File: src/rtl/bti_pkg.sv
// ----------------------------------------------------------------------------
// bti_pkg
// Types and codes shared by the bilinear table interpolator modules.
// ----------------------------------------------------------------------------
package bti_pkg;

  typedef struct packed {
    logic [2:0]         operation;
    logic [5:0]         index_x;
    logic [5:0]         index_y;
    logic signed [31:0] load_value;
    logic signed [31:0] coord_x;
    logic signed [31:0] coord_y;
  } bti_in_t;

  typedef struct packed {
    logic signed [31:0] interpolated;
    logic               out_of_range;
    logic [5:0]         lower_x_index;
    logic [5:0]         lower_y_index;
  } bti_out_t;

  typedef enum logic [2:0] {
    OP_QUERY     = 3'd0,
    OP_WR_X      = 3'd1,
    OP_WR_Y      = 3'd2,
    OP_WR_TAB    = 3'd3,
    OP_QUERY_IDX = 3'd4
  } bti_op_t;

  typedef enum logic {
    REG_X_COUNT = 1'b0,
    REG_Y_COUNT = 1'b1
  } bti_reg_t;

  typedef enum logic [3:0] {
    S_IDLE, S_RNG_LO, S_RNG_HI, S_RNG_CHK, S_SRCH_RD, S_SRCH_CMP,
    S_CELL_LO, S_CELL_HI, S_CELL_CAP, S_DIV, S_MAC_RD, S_MAC_W,
    S_MAC_ACC, S_FINISH
  } bti_state_t;

  typedef enum logic [3:0] {
    C_NOP, C_LOAD, C_RNG_LO, C_RNG_HI, C_RNG_CHK, C_SRCH_RD, C_SRCH_CMP,
    C_CELL_LO, C_CELL_HI, C_CELL_CAP, C_DIV, C_MAC_RD, C_MAC_W,
    C_MAC_ACC, C_OUT
  } bti_cmd_t;

  typedef struct packed {
    bti_cmd_t   cmd;
    logic [1:0] term;
  } bti_ctl_t;

  typedef struct packed {
    logic oor;
    logic srch_done;
  } bti_sts_t;

  localparam logic [16:0] WEIGHT_ONE = 17'h10000;
  localparam int          DIV_STEPS  = 16;

endpackage

File: src/rtl/bti_ctrl.sv
// ----------------------------------------------------------------------------
// bti_ctrl
// Sequencer for request handling: range check, search, division, MAC.
// ----------------------------------------------------------------------------
module bti_ctrl (
  input  logic              clk,
  input  logic              rst_n,
  input  logic              start,
  input  logic [2:0]        operation,
  input  bti_pkg::bti_sts_t sts,
  output bti_pkg::bti_ctl_t ctl,
  output logic              busy
);
  import bti_pkg::*;

  bti_state_t state_r, state_nxt;
  logic [3:0] div_cnt_r, div_cnt_nxt;
  logic [1:0] term_r, term_nxt;

  always_ff @(posedge clk) begin
    if (!rst_n) begin
      state_r   <= S_IDLE;
      div_cnt_r <= '0;
      term_r    <= '0;
    end else begin
      state_r   <= state_nxt;
      div_cnt_r <= div_cnt_nxt;
      term_r    <= term_nxt;
    end
  end

  always_comb begin
    state_nxt = state_r;
    unique case (state_r)
      S_IDLE: begin
        if (start) begin
          if (operation == OP_QUERY) state_nxt = S_RNG_LO;
          else if (operation == OP_QUERY_IDX) state_nxt = S_CELL_LO;
        end
      end
      S_RNG_LO:   state_nxt = S_RNG_HI;
      S_RNG_HI:   state_nxt = S_RNG_CHK;
      S_RNG_CHK:  state_nxt = sts.oor ? S_FINISH : S_SRCH_RD;
      S_SRCH_RD:  state_nxt = sts.srch_done ? S_CELL_LO : S_SRCH_CMP;
      S_SRCH_CMP: state_nxt = S_SRCH_RD;
      S_CELL_LO:  state_nxt = S_CELL_HI;
      S_CELL_HI:  state_nxt = S_CELL_CAP;
      S_CELL_CAP: state_nxt = S_DIV;
      S_DIV:      state_nxt = (div_cnt_r == 4'(DIV_STEPS - 1)) ? S_MAC_RD : S_DIV;
      S_MAC_RD:   state_nxt = S_MAC_W;
      S_MAC_W:    state_nxt = S_MAC_ACC;
      S_MAC_ACC:  state_nxt = (term_r == 2'd3) ? S_FINISH : S_MAC_RD;
      S_FINISH:   state_nxt = S_IDLE;
      default:    state_nxt = S_IDLE;
    endcase
  end

  always_comb begin
    div_cnt_nxt = (state_r == S_DIV) ? div_cnt_r + 4'd1 : '0;
    term_nxt    = (state_r == S_IDLE) ? 2'd0 :
                  (state_r == S_MAC_ACC) ? term_r + 2'd1 : term_r;
  end

  always_comb begin
    ctl.term = term_r;
    unique case (state_r)
      S_IDLE:     ctl.cmd = start ? C_LOAD : C_NOP;
      S_RNG_LO:   ctl.cmd = C_RNG_LO;
      S_RNG_HI:   ctl.cmd = C_RNG_HI;
      S_RNG_CHK:  ctl.cmd = C_RNG_CHK;
      S_SRCH_RD:  ctl.cmd = C_SRCH_RD;
      S_SRCH_CMP: ctl.cmd = C_SRCH_CMP;
      S_CELL_LO:  ctl.cmd = C_CELL_LO;
      S_CELL_HI:  ctl.cmd = C_CELL_HI;
      S_CELL_CAP: ctl.cmd = C_CELL_CAP;
      S_DIV:      ctl.cmd = C_DIV;
      S_MAC_RD:   ctl.cmd = C_MAC_RD;
      S_MAC_W:    ctl.cmd = C_MAC_W;
      S_MAC_ACC:  ctl.cmd = C_MAC_ACC;
      S_FINISH:   ctl.cmd = C_OUT;
      default:    ctl.cmd = C_NOP;
    endcase
    busy = (state_r != S_IDLE);
  end

endmodule

File: config.mk
export PLATFORM = sky130hd
export DESIGN_NAME = bti_ctrl
export DESIGN_NICKNAME = d
export VERILOG_FILES = /design/src/rtl/bti_pkg.sv /design/src/rtl/bti_ctrl.sv
export SDC_FILE = /design/constraint.sdc
export NUM_CORES = 1
export LEC_CHECK = 0
export ABC_AREA = 1
export BUFFER_PORTS_ARGS = -buffer_cell sky130_fd_sc_hd__buf_2
export CELL_PAD_IN_SITES_DETAIL_PLACEMENT = 1
export CELL_PAD_IN_SITES_GLOBAL_PLACEMENT = 1
export CORE_MARGIN = 1
export CORE_UTILIZATION = 37
export DETAILED_ROUTE_END_ITERATION = 10
export PLACE_DENSITY = 0.82
export SETUP_SLACK_MARGIN = 0.15
export SYNTH_ARGS = -nofsm -noshare
export SYNTH_HDL_FRONTEND = slang
export SYNTH_SLANG_ARGS = --single-unit
File: constraint.sdc
create_clock -name clk -period 2.5 [get_ports clk]
set_clock_uncertainty 0.05 [all_clocks]
set_input_delay 0.125 -clock clk [delete_from_list [all_inputs] [get_ports clk]]
set_output_delay 0.125 -clock clk [all_outputs]
set_load 0.05 [all_outputs]
==> results of run 1 <==
-- cell usage after synthesis --
| cell | count |
|---|---|
| dfxtp_1 | 10 |
| nand3b_1 | 1 |
| inv_1 | 14 |
| buf_6 | 1 |
| o21ai_0 | 6 |
| inv_2 | 2 |
| nor2_4 | 1 |
| o211ai_1 | 1 |
| nand2_4 | 1 |
| a31oi_1 | 1 |
| nor2_2 | 1 |
| nand3_1 | 10 |
| o221ai_1 | 1 |
| clkbuf_2 | 1 |
| xnor2_1 | 1 |
| nand4_1 | 1 |
| nor2_1 | 19 |
| a21oi_1 | 4 |
| o21a_1 | 2 |
| nand2_1 | 28 |
| ha_1 | 2 |
-- registers in the layout, indices dropped and copies added (netlist names) --
signal and count:
div_cnt_r 4, state_r 4, term_r 2
-- per-layer routing --
layer / wire length (microns) / share of wire, % / vias up / global-route usage (%)
met5: 0 / 0 / - / 0
met1: 838 / 46 / 351 / 27.7
met3: 75 / 4.1 / 5 / 7.35
met4: 29 / 1.6 / 0 / 7.27
li1: - / - / 375 / -
met2: 889 / 48 / 15 / 35.9
-- final cells by class --
| type | instances | area [sq um] | share of cell area, % |
|---|---|---|---|
| Clock buffer | 4 | 36.3 | 4.61 |
| Inverter | 16 | 60.1 | 7.63 |
| Multi-Input combinational cell | 80 | 390 | 49.6 |
| Sequential cell | 10 | 200 | 25.4 |
| Tap cell | 24 | 30.0 | 3.82 |
| Timing Repair Buffer | 14 | 70.1 | 8.90 |
-- worst paths after layout --
path | start | end | depth (start not counted)
min reg2reg | div_cnt_r[0] | div_cnt_r[0] | 1
max | state_r[1] | ctl[2] | 4
min | rst_n | state_r[3] | 3
max reg2reg | state_r[2] | state_r[0] | 6
-- logic make-up after synthesis --
group | Yosys count | synth area share (%)
adder cells (fa/ha/maj) | 2 | 3.75
XOR/XNOR | 1 | 1.31
flip-flops | 10 | 30.0
AO/OA/AOI/OAI | 15 | 13.1
buffers and inverters | 18 | 11.4
AND/OR/NAND/NOR | 62 | 40.3
-- per-stage QoR --
stage	area [sq um]	hold slack (ps)	std cells
floorplan	667	207	108
global placement	751	369	144
detailed placement	751	379	144
CTS	787	81.7	148
global route	787	80.1	148
finish	787	91.0	148
-- report_power, final --
part           switching [uW]  leakage [uW]  total [uW]  internal, uW
sequential               37.1     0.0000809         217           180
clock                    62.9     0.0000210         152          88.7
combinational             438      0.000293         580           142
-- worst min-delay path: stages --
cell	delay [ps]
buf_2	120
inv_1	80
a31oi_1	50
==> impl_metrics.toml, run 1 <==
[die]
io_pins = 15
num_rows = 14
dieWidth_microns = 44.5
core_sq_um = 1590
start_util_pct = 41.8
die_area_sq_um = 1980
chipHeight_microns = 44.5

[sta]
tightest_slew_ps = 266
rsz0062_at_grt = "false"
finalHoldViolations = 0
max_freq_mhz = 607
setup_violations = 0
finalCritPeriodShare_pct = 65.9
period_minus_slack_ps = 1650
setup_ws_ps = 852
slew_headroom_pct = 82.2
setup_tns_ps = 0
drv_slew = 0

[finish]
area_growth_pct = 18.0
drive_gt1_share_pct = 18.5
final_common_cell = "nand2_1"
n_fill_cell = 241
fin_util_pct = 49.4
fin_nets = 135
insertedDiodeCount = 0
layout_common_cells = "nand2_1, nor2_1, inv_1, buf_2"

[cts]
cts_setup_buffers = 0
cts-hold-fix-buffers = 0
clock-root-buffer = "clkbuf_4"
clock_latency_ps = 280
h-tree-depth = 1
clk_path_buf_depth = 2
cts.sinks = 10
cts.clk_slew.worst_paths_ps = 70
cts_buffers = 3
cts_resized = 0
cts_tree = "built"

[critical_path]
start_kind = "flip-flop"
cp-end-kind = "output port"
rrSetupSlack_ps = 1170
criticalPathCategory = "reg -> out"
crit_required_ps = 2330
cp_max_fo = 8
cpLargestDelayFamily = "flip-flops"
slowest_stage = "dfxtp_1"
cpPeakStageDelay_ps = 380
crit_arrival_ps = 1470
critical_path.cell_chain = "nor2_1 > nand2_1 > o221ai_1 > buf_2"
critPathBufInv = 1

[global_routing]
antenna_found_initial = 0
grt_pass1_vias = 720
overflow = 0
grt_max_degree = 9
track_usage_pct = 22.2
grt_pass1_wl_microns = 3150

[power_and_ir_drop]
total_power_uw = 948
p_per_area_nw_per_um2 = 1210
power_leakage_uw = 0.000395
peakVddDrop_mv = 0.501

[synth]
syn_avg_cell_area_sq_um = 6.17
ys.warnings.count = 0
synth_top_area_cell = "dfxtp_1"
syn-instance-count = 108
ys_seq_area_share_pct = 30.0
synth_area_leaders = "dfxtp_1, nand2_1, nor2_1"
synth_fp_nets = 118
ys_ff_latch = 10
yosysTopAreaCellShare_pct = 30.0
syn_area_sq_um = 667
ys_types = 21

[place]
routabilityCongestion = 0.846
io_buffers = 14
hpwl_microns = 1570
pre_cts_ws_ps = 1160

[status]
status = "completed"

[routing]
dr_total_vias = 746
via_per_inst = 5.04
dr.pass1.iters = 4
wl_per_cell_microns = 12.4
drc = 0
antenna_left = 0
drt-total-wl_microns = 1830
drt_iter0_drc = 15

[flow_run]
drv_cap = 0

[hold_path]
hp-class = "in -> reg"
Note: power is estimated with default switching activity, not from simulation.
==> run 2: changes to the inputs <==
Settings changed: CORE_UTILIZATION 37 to 35, PLACE_DENSITY 0.82 to 0.78.
Clock period 2.5 ns to 1.52 ns, I/O delays scaled along.
==> run 2 against run 1 <==
Compared with the run above:
- register-to-register slack got worse by 980 ps
- flip-flop and latch count did not move
- combinational power rose by 130%
- via count rose by 4.7%
- clock power rose by 59%
- global-route usage rose by 0.25 points
- critical endpoint unchanged
==> impl_metrics.toml, run 2 (same netlist as run 1, synthesis figures left out) <==
[power_and_ir_drop]
peakVddDrop_mv = 0.979
swShare_pct = 54.0
p_per_area_nw_per_um2 = 2110
p_seq_share_pct = 21.2
power.switching_uw = 1070
clockPowerShare_pct = 12.2
combPwrFrac_pct = 66.6
p_int_uw = 909
power_leakage_uw = 0.000444

[global_routing]
grt_max_degree = 9
overflow = 0
grt_pass1_wl_microns = 3330
grt_pass1_vias = 780
track_usage_pct = 22.4
antenna_found_initial = 0

[cts]
cts.clk_slew.worst_paths_ps = 70
cts-hold-fix-buffers = 0
clk_path_buf_depth = 2
cts_tree = "built"
cts_buffers = 3
cts.sinks = 10
clock_latency_ps = 260
h-tree-depth = 1
clock-root-buffer = "clkbuf_4"

[routing]
drc = 0
wl_per_cell_microns = 15.2
dr.pass1.iters = 4
dr_total_vias = 781
via_per_inst = 5.07
drt_iter0_drc = 12
drt-total-wl_microns = 2340
antenna_left = 0

[finish]
layout_common_cells = "nand2_1, nor2_1, inv_1"
area_growth_pct = 40.7
final_common_cell = "nand2_1"
final_cell_area_sq_um = 938
fin_nets = 140
drive_gt1_share_pct = 34.9
fin_cells = 154
insertedDiodeCount = 0
biggestRegsByFlops = "div_cnt_r: 4 flops, state_r: 4 flops, term_r: 2 flops"

[critical_path]
critical_path.cell_chain = "nor2_4 > nand2_4 > o221ai_4 > buf_6"
cp_max_fo = 8
cpPeakStageDelay_ps = 390
criticalPathCategory = "reg -> out"
start_kind = "flip-flop"
critPathBufInv = 1
crit_required_ps = 1390
cpLargestDelayFamily = "flip-flops"
cp-end-kind = "output port"
slowest_stage = "dfxtp_4"
crit_arrival_ps = 1250

[place]
place_area_sq_um = 776
io_buffers = 14
hpwl_microns = 1550
dp.cells = 145
routabilityCongestion = 0.803

[sta]
period_minus_slack_ps = 1370
max_freq_mhz = 729
tightest_slew_ps = 350
finalHoldViolations = 0
rsz0062_at_grt = "true"
finalCritPeriodShare_pct = 90.2
drv_slew = 0
hold_slack_ps = 41.5
setup_violations = 0
setup_tns_ps = 0
slew_headroom_pct = 76.4

[flow_run]
drv_cap = 0

[die]
start_util_pct = 37.8
chipHeight_microns = 45.7
core_sq_um = 1760
num_rows = 15
dieWidth_microns = 45.7
die_area_sq_um = 2080
io_pins = 15

[hold_path]
hp-class = "in -> reg"

[status]
status = "completed"
[run 2: cell count changes in the layout (fill, tap and decap cells not counted), sizes merged]
cell | previous run | this run
buf | 14 | 19
[run 2: routing by layer]
metal	global-route usage, %	wire length [microns]
met3	1.19	104
met1	28.0	981
met4	12.7	92
met5	0	0
met2	38.0	1160
[run 2: repair_timing]
item / CTS / global route
endpoints found under the setup margin: 5 / 4
resized for setup: 16 / 18
setup buffers: 0 / 5
pin swaps: 0 / 6
[run 2: path summary, 6_finish.rpt]
check                             startpoint           end  slack, ps  depth (start not counted)
worst max-delay path              state_r[3]        ctl[2]        150                          4
worst max register to register    state_r[3]    state_r[2]        190                          5
worst min-delay path                   rst_n    state_r[3]         40                          3
worst min register to register  div_cnt_r[0]  div_cnt_r[0]        410                          1
[run 2: worst min-delay path: stages]
cell and delay [ps]:
buf_2 120, inv_1 80, a31oi_1 40
[run 2: power by group through the flow]
stage | clock, uW | combinational [uW] | sequential, uW
finish | 241 | 1320 | 420
global route | 257 | 1400 | 421
CTS | 244 | 1120 | 386
detailed placement | 0 | 1040 | 367
global placement | 0 | 1020 | 367
floorplan | 0 | 876 | 330
[run 2: layout make-up]
class                           count  area [sq um]
Multi-Input combinational cell     80           452
Tap cell                           25          31.3
Timing Repair Buffer               19           136
Sequential cell                    10           215
Fill cell                         256           826
Inverter                           16          67.6
Clock buffer                        4          36.3
[run 2: stage by stage]
stage	power, uW	util (%)	worst slack (ps)
6_report	1980	53.2	149
5_1_grt	2080	53.2	98.8
4_1_cts	1750	48.2	115
3_5_place_dp	1410	44.0	191
3_3_place_gp	1390	44.0	182
2_1_floorplan	1210	-	121
==> run 3: changes to the inputs <==
==> constraint.sdc (replaced) <==
create_clock -name clk -period 1.52 [get_ports clk]
set_clock_uncertainty 0.05 [all_clocks]
set_input_delay 0.152 -clock clk [delete_from_list [all_inputs] [get_ports clk]]
set_output_delay 0.152 -clock clk [all_outputs]
set_load 0.05 [all_outputs]
==> run 3 against run 2 <==
Compared with the run above:
- final area increased by 6.8%
- count of clock-buffer cells in the layout did not move
- wire length is 8.3% higher
- non-clock buffer count rose by 3
- utilization is 3.6 points higher
- flip-flop and latch count is the same
- hold slack better by 73 ps
- critical endpoint unchanged
- largest power group unchanged
- highest routed layer unchanged
==> impl_metrics.toml, run 3 (same netlist as run 1, synthesis figures left out) <==
[status]
status = "completed"

[cts]
cts_buffers = 3
h-tree-depth = 1
cts-hold-fix-buffers = 0
cts.sinks = 10
clock_latency_ps = 280
clock-root-buffer = "clkbuf_4"
cts_tree = "built"
clk_path_buf_depth = 2
cts.clk_slew.worst_paths_ps = 80

[routing]
wl_per_cell_microns = 16.1
drc = 0
drt_iter0_drc = 20
dr_total_vias = 823
antenna_left = 0
dr.pass1.iters = 4
via_per_inst = 5.24
drt-total-wl_microns = 2530

[flow_run]
drv_cap = 0

[place]
io_buffers = 14
pre_cts_ws_ps = 125
routabilityCongestion = 0.862
hpwl_microns = 1490

[power_and_ir_drop]
swShare_pct = 53.9
power.switching_uw = 1160
combPwrFrac_pct = 67.3
power_leakage_uw = 0.000481
p_int_uw = 993
p_per_area_nw_per_um2 = 2150
p_seq_share_pct = 20.9
total_power_uw = 2150
peakVddDrop_mv = 1.59
clockPowerShare_pct = 11.8

[critical_path]
critPathBufInv = 1
cpLargestDelayFamily = "flip-flops"
r2r_cells = 7
start_kind = "flip-flop"
criticalPathCategory = "reg -> out"
rr_endpoint = "state_r[1]"
setup.worst_path.start = "state_r[2]"
cp_max_fo = 6
slowest_stage = "dfxtp_4"
reg2reg_from = "state_r[2]"
crit_required_ps = 1320
crit_arrival_ps = 1260
cpPeakStageDelay_ps = 400
rrSetupSlack_ps = 140
critical_path.cell_chain = "nor2_4 > nand2_4 > o221ai_4 > buf_6"
cp-end-kind = "output port"

[die]
die_area_sq_um = 2080
num_rows = 15
core_sq_um = 1760
chipHeight_microns = 45.7
start_util_pct = 37.8
io_pins = 15
dieWidth_microns = 45.7

[hold_path]
hp-start = "rst_n"
whs_endpoint = "state_r[3]"
hp-class = "in -> reg"
holdPathStages = 3

[sta]
period_minus_slack_ps = 1460
setup_ws_ps = 58.6
rsz0062_at_grt = "true"
slew_headroom_pct = 80.6
setup_tns_ps = 0
setup_violations = 0
max_freq_mhz = 684
finalHoldViolations = 0
finalCritPeriodShare_pct = 96.1
drv_slew = 0
tightest_slew_ps = 288

[global_routing]
grt_max_degree = 9
antenna_found_initial = 0
grt_pass1_vias = 851
overflow = 0
grt_pass1_wl_microns = 3890
track_usage_pct = 27.4

[finish]
fin_nets = 143
area_growth_pct = 50.3
drive_gt1_share_pct = 39.4
insertedDiodeCount = 0
n_fill_cell = 252
layout_common_cells = "nand2_1, nor2_1, inv_1"
biggestRegsByFlops = "div_cnt_r: 4 flops, state_r: 4 flops, term_r: 2 flops"
final_common_cell = "nand2_1"
==> run 3: cell count changes in the layout (fill, tap and decap cells not counted) <==
cell | previous run | this run
buf_4 | 5 | 8
inv_2 | 2 | 1
inv_4 | 3 | 2
inv_6 | 0 | 1
inv_8 | 0 | 1
nand2_1 | 24 | 21
nand2_2 | 3 | 4
nand2_4 | 2 | 3
nand2_8 | 0 | 1
nand3_1 | 10 | 9
nand3_2 | 0 | 1
==> run 3: worst max path at each step <==
stage	to	slack [ps]	cells after the start
global route	ctl[2]	20	4
floorplan	ctl[2]	40	4
global placement	ctl[2]	100	4
finish	ctl[2]	60	4
detailed placement	ctl[2]	130	4
CTS	ctl[2]	100	6
==> run 3: power by group through the flow <==
stage | Clock (uW) | Combinational (uW) | Sequential, uW
final | 255 | 1450 | 449
after global routing | 265 | 1540 | 454
after CTS | 249 | 1310 | 426
after detailed placement | 0 | 1040 | 363
after global placement | 0 | 1040 | 362
after floorplan | 0 | 876 | 330
==> run 3: through the flow <==
step / util (%) / hold slack [ps] / area [sq um] / std cells
floorplan: - / 234 / 691 / 108
global placement: 44.0 / 385 / 776 / 145
detailed placement: 44.0 / 398 / 776 / 145
CTS: 54.5 / 108 / 961 / 155
global route: 56.8 / 129 / 1000 / 157
finish: 56.8 / 115 / 1000 / 157
==> run 3: routing by layer <==
metal	GRT usage, %	vias up	routed length [microns]
met2	46.9	37	1170
met4	18.8	0	142
met5	0	-	0
met1	30.9	381	1070
li1	-	392	-
met3	3.97	13	150
==> run 3: worst reg2reg max path: cells and delay by family (launching register included) <==
kind            cells  cell delay [ps]
simple gates        4              500
buf+inv             2              210
flops               1              430
compound gates      1              100
==> run 3: repair_timing <==
| action | 4_1_cts | 5_1_grt |
|---|---|---|
| endpoints found under the setup margin | 5 | 8 |
| pin swaps | 7 | 2 |
| resized for setup | 36 | 9 |
| buffers inserted | 6 | 2 |
==> run 3: cell type report <==
| cell class | count | area [sq um] | area share, % |
|---|---|---|---|
| clock buffer | 4 | 36.3 | 3.62 |
| inverter | 16 | 77.6 | 7.74 |
| multi-input combinational | 80 | 483 | 48.2 |
| sequential | 10 | 215 | 21.5 |
| tap | 25 | 31.3 | 3.12 |
| timing repair buffer | 22 | 159 | 15.9 |
